===== src/rtl/core/ftpc_pkg.sv =====
// Shared types and constants for the flow table packet counter.
// Depends on nothing; every other file of the block imports it.
package ftpc_pkg;

  localparam int ADDR_W   = 32;
  localparam int PORT_W   = 16;
  localparam int COUNT_W  = 31;
  localparam int STATUS_W = 3;

  localparam logic [COUNT_W-1:0] COUNT_MAX = {COUNT_W{1'b1}};

  typedef enum logic {
    OP_COUNT = 1'b0,
    OP_CLOSE = 1'b1
  } opcode_t;

  typedef enum logic [STATUS_W-1:0] {
    STATUS_HIT     = 3'd0,
    STATUS_ADDED   = 3'd1,
    STATUS_FULL    = 3'd2,
    STATUS_REMOVED = 3'd3,
    STATUS_MISSED  = 3'd4
  } status_t;

  typedef enum logic [1:0] {
    ST_IDLE,
    ST_RUN,
    ST_FINISH
  } state_t;

  // A lookup request as it walks from cell to cell.
  typedef struct packed {
    logic               live;
    opcode_t            op;
    logic [ADDR_W-1:0]  addr;
    logic [PORT_W-1:0]  port;
    logic               found;
    logic               free_seen;
    logic [COUNT_W-1:0] count;
  } token_t;

  // Allocation order sent from the top level to every cell at the end of a walk.
  typedef struct packed {
    logic              add;
    logic [ADDR_W-1:0] addr;
    logic [PORT_W-1:0] port;
  } commit_t;

endpackage


===== src/rtl/core/ftpc_cell.sv =====
// One flow table entry and the stage that hands a lookup on to the next entry.
// Depends on ftpc_pkg for the token and commit types.
module ftpc_cell (
  input  logic              clk,
  input  logic              rst,
  input  ftpc_pkg::token_t  tok_in,
  input  ftpc_pkg::commit_t commit,
  output ftpc_pkg::token_t  tok_out
);
  import ftpc_pkg::*;

  logic               valid;
  logic [ADDR_W-1:0]  addr;
  logic [PORT_W-1:0]  port;
  logic [COUNT_W-1:0] cnt;
  logic               claim;

  logic               hit;
  logic               first_free;
  logic [COUNT_W-1:0] cnt_inc;
  token_t             tok_next;

  assign hit = tok_in.live && valid && !tok_in.found &&
               (addr == tok_in.addr) && (port == tok_in.port);
  assign first_free = tok_in.live && !valid && !tok_in.free_seen;
  assign cnt_inc = (cnt == COUNT_MAX) ? cnt : cnt + COUNT_W'(1);

  always_comb begin
    tok_next = tok_in;
    if (first_free) begin
      tok_next.free_seen = 1'b1;
    end
    if (hit) begin
      tok_next.found = 1'b1;
      if (tok_in.op == OP_COUNT) begin
        tok_next.count = cnt_inc;
      end else begin
        tok_next.count = '0;
      end
    end
  end

  always_ff @(posedge clk) begin
    if (rst) begin
      valid   <= 1'b0;
      claim   <= 1'b0;
      tok_out <= '0;
    end else begin
      tok_out <= tok_next;
      // Each walk re-decides which cell would take a new key.
      if (tok_in.live) begin
        claim <= first_free;
      end
      if (commit.add && claim) begin
        valid <= 1'b1;
      end else if (hit && tok_in.op == OP_CLOSE) begin
        valid <= 1'b0;
      end
    end
  end

  always_ff @(posedge clk) begin
    if (commit.add && claim) begin
      addr <= commit.addr;
      port <= commit.port;
      cnt  <= COUNT_W'(1);
    end else if (hit && tok_in.op == OP_COUNT) begin
      cnt <= cnt_inc;
    end
  end

endmodule


===== config.mk =====
export PLATFORM = sky130hd
export DESIGN_NAME = ftpc_cell
export DESIGN_NICKNAME = d
export VERILOG_FILES = /design/src/rtl/core/ftpc_pkg.sv /design/src/rtl/core/ftpc_cell.sv
export SDC_FILE = /design/constraint.sdc
export NUM_CORES = 1
export LEC_CHECK = 0
export ABC_AREA = 1
export BUFFER_PORTS_ARGS = -buffer_cell sky130_fd_sc_hd__buf_2
export CAP_MARGIN = 25
export CELL_PAD_IN_SITES_DETAIL_PLACEMENT = 1
export CELL_PAD_IN_SITES_GLOBAL_PLACEMENT = 1
export CORE_ASPECT_RATIO = 1.4
export CORE_UTILIZATION = 40
export CTS_BUF_LIST = sky130_fd_sc_hd__clkbuf_16
export CTS_CLUSTER_SIZE = 28
export DETAILED_ROUTE_END_ITERATION = 8
export PLACE_DENSITY_LB_ADDON = 0.1
export SETUP_SLACK_MARGIN = 0.4
export SYNTH_ARGS = -nofsm -noshare
export SYNTH_HDL_FRONTEND = slang
export SYNTH_SLANG_ARGS = --single-unit

===== constraint.sdc =====
create_clock -name clk -period 5.3 [get_ports clk]
set_input_delay 0.53 -clock clk [delete_from_list [all_inputs] [get_ports clk]]
set_output_delay 0.53 -clock clk [all_outputs]
set_load 0.1 [all_outputs]

==> metrics.txt <==
fraction of layout cells with a size suffix above 1=25.1%; post-synthesis sequential area ratio=50.7%; worst setup margin=2.46 ns; Vias=6927; Final Wtd Congestion=0.867; Leak=4.56 nW; Synth area leaders=dfxtp_1, edfxtp_1, nand2_1; status=completed; Max Freq=0.352 GHz; type of origin of the critical path=flip-flop; CTS buffer count=17; leading area contributor after synthesis=dfxtp_1; Starting DRT DRC Count=273; Post-Syn Area=0.00742 sq mm; final net count=1292; asr flop ratio synth=0%; Post CTS Setup Buffer Count=0; DR vias/cell=4.90; CP required=5.57 ns; pre-CTS setup slack=2.21 ns; RSZ-0062 raised after global routing=false; IO Pins=217; vias in the first global route=7029; Detailed Route WL=23.7 mm; post-CTS sizing=0; Distinct cells, synth=38; Synth Flop Type=dfxtp_1; Port Buffers=216; area share of the largest cell type after synthesis=31.3%; first-pass GRT wire length=35.8 mm; Overflow after GRT=0; Reg clk slew, reported paths=0.07 ns; Design Power=3.01 mW; Root Buffer Master=clkbuf_16; CTS tree=built; critical-path maximum fanout=23; Setup Viol. Count Final=0; Worst path slowest cell=nor2_4; cell count after synthesis=946; Slew HR=37.0%; CP arrival=3.12 ns; Top delay family on crit path=simple AND/OR/NAND/NOR gates; gr usage total=25.2%; Slew Limit Fails=0; Worst Skew=0.00818 ns; final instance area=0.00927 sq mm; Routed wire per std cell=16.8 um; max-cap violations=0; syn_area_per_cell=7.84 sq um; Finished Layout Cells=1413; Site Rows=58; Post-Route Setup TNS=0 ns; EDFF count, synth=48; crit-path cells=xnor2_1 -> nor2b_1 -> nand2_1 -> nor2_1 -> nand2_1 -> nor2_4 -> nand2_1 -> buf_4 -> nand2_1 -> a21oi_1; drt pass-1 iters=4; Final min period=2.84 ns; Tcrit/Tclk final=53.6%; synthesized flop and latch total=164; Residual DRC=0; Clock Path Buffers=2; Core Region=0.0181 sq mm; worst-skew pair later-pin latency=0.43 ns; Detailed Place HPWL=17.9 mm; full die area=0.0191 sq mm; initial core utilization=41.1%; # clock sinks=164; Post-DRT Antenna Nets=0; Worst VDD drop=0.000202 V; Largest stage delay, worst path=0.48 ns; Area Growth Syn to Fin=25.0%; Slew @ Worst Pin=0.945 ns; CP bufs+invs=1; Crit. End Element=flip-flop; most frequent CP cell=nand2_1; syn nets=1081; pin count of the biggest net entering global routing=86; Placed Cells=1377; die height=163 um; H-tree levels=4; class of the worst hold path=in2reg; Pwr Density=324 mW/mm^2; cell area after placement=0.00867 sq mm; Ys Warns=0; Hold Fails Final Rpt=0; initial antenna violation count=2; hold_buf cts=0; WS Path Type=reg2reg; Chip Width=117 um
-- cells in the final DEF (no fill, tap or decap), types with 13 or more instances in the layout --
cell,n
edfxtp_1,48
a21oi_1,64
nand3b_1,13
buf_2,215
clkbuf_16,18
dfxtp_1,116
nand4_1,38
inv_1,102
nand3_2,15
nand3_1,27
xnor2_1,21
nor2_1,138
nand2_1,283
-- cells by family (layout without fill, tap and decap cells) --
family	after synthesis	count (layout)	synth area share, %
adders and majority gates	1	1	0.169
buffers and inverters	140	364	7.66
and+or+nand+nor	543	543	33.3
AOI/OAI and AO/OA	68	68	4.64
other	0	3	0
xor gates and xnor gates	30	30	3.54
DFF	164	164	50.7
-- area by class of cell --
class                           count  area, sq um
Fill cell                        2356         8800
Tap cell                          240          300
Sequential cell                   164         3760
Inverter                          113          424
Timing Repair Buffer              219         1130
Clock inverter                     14          115
Antenna cell                        3         7.51
Clock buffer                       18          450
Multi-Input combinational cell    642         3090
-- power by group --
part | leakage (nW) | total (mW) | internal [mW] | switching [mW]
combinational | 2.89 | 0.463 | 0.0957 | 0.367
sequential | 1.39 | 1.35 | 1.33 | 0.0127
clock | 0.271 | 1.19 | 0.640 | 0.555
-- worst paths after layout --
kind                                 from          to  slack [ns]  depth (start not counted)
worst min register to register      claim       claim        0.50                          2
worst max register to register   port[11]  tok_out[6]        2.46                         10
worst max-delay path             port[11]  tok_out[6]        2.46                         10
worst min-delay path            commit[4]     port[4]        0.27                          1
-- worst register-to-register path: stages, from the launching register on --
cell,delay [ns]
edfxtp_1,0.38
xnor2_1,0.29
nor2b_1,0.26
nand2_1,0.09
nor2_1,0.13
nand2_1,0.12
nor2_4,0.48
nand2_1,0.42
buf_4,0.35
nand2_1,0.11
a21oi_1,0.06
-- synth_stat cells, types with 3 or more instances --
cell      count
xor2_1        9
nand2_1     283
nand3b_1     13
nor3_1        4
inv_1       103
a21oi_1      64
xnor2_1      21
nor2_4        5
nand3_2      15
nand4_1      38
nor2b_1       3
edfxtp_1     48
buf_2         7
inv_2         8
dfxtp_1     116
buf_1         4
nor2_1      138
nand2_2       3
nand3_1      27
clkbuf_1     10
-- layer usage --
| metal | share of wire, % | vias up | GRT usage, % |
|---|---|---|---|
| met5 | 0 | - | 0 |
| met4 | 2.7 | 0 | 10.1 |
| met3 | 2.9 | 38 | 3.49 |
| met2 | 59 | 147 | 52.2 |
| met1 | 36 | 3328 | 23.7 |
| li1 | - | 3414 | - |
-- sequential cells by signal (all words and copies together), names as in the netlist --
signal,cells
port,16
tok_out,83
claim,1
cnt,31
addr,32
valid,1
-- metrics by stage --
stage | hold slack (ns) | util, %
global placement | 0.467 | 48.0
finish | 0.269 | 51.3
floorplan | 0.444 | -
CTS | 0.256 | 51.1
detailed placement | 0.487 | 48.0
global route | 0.260 | 51.3
No activity file was read; power rests on OpenSTA's default activity.
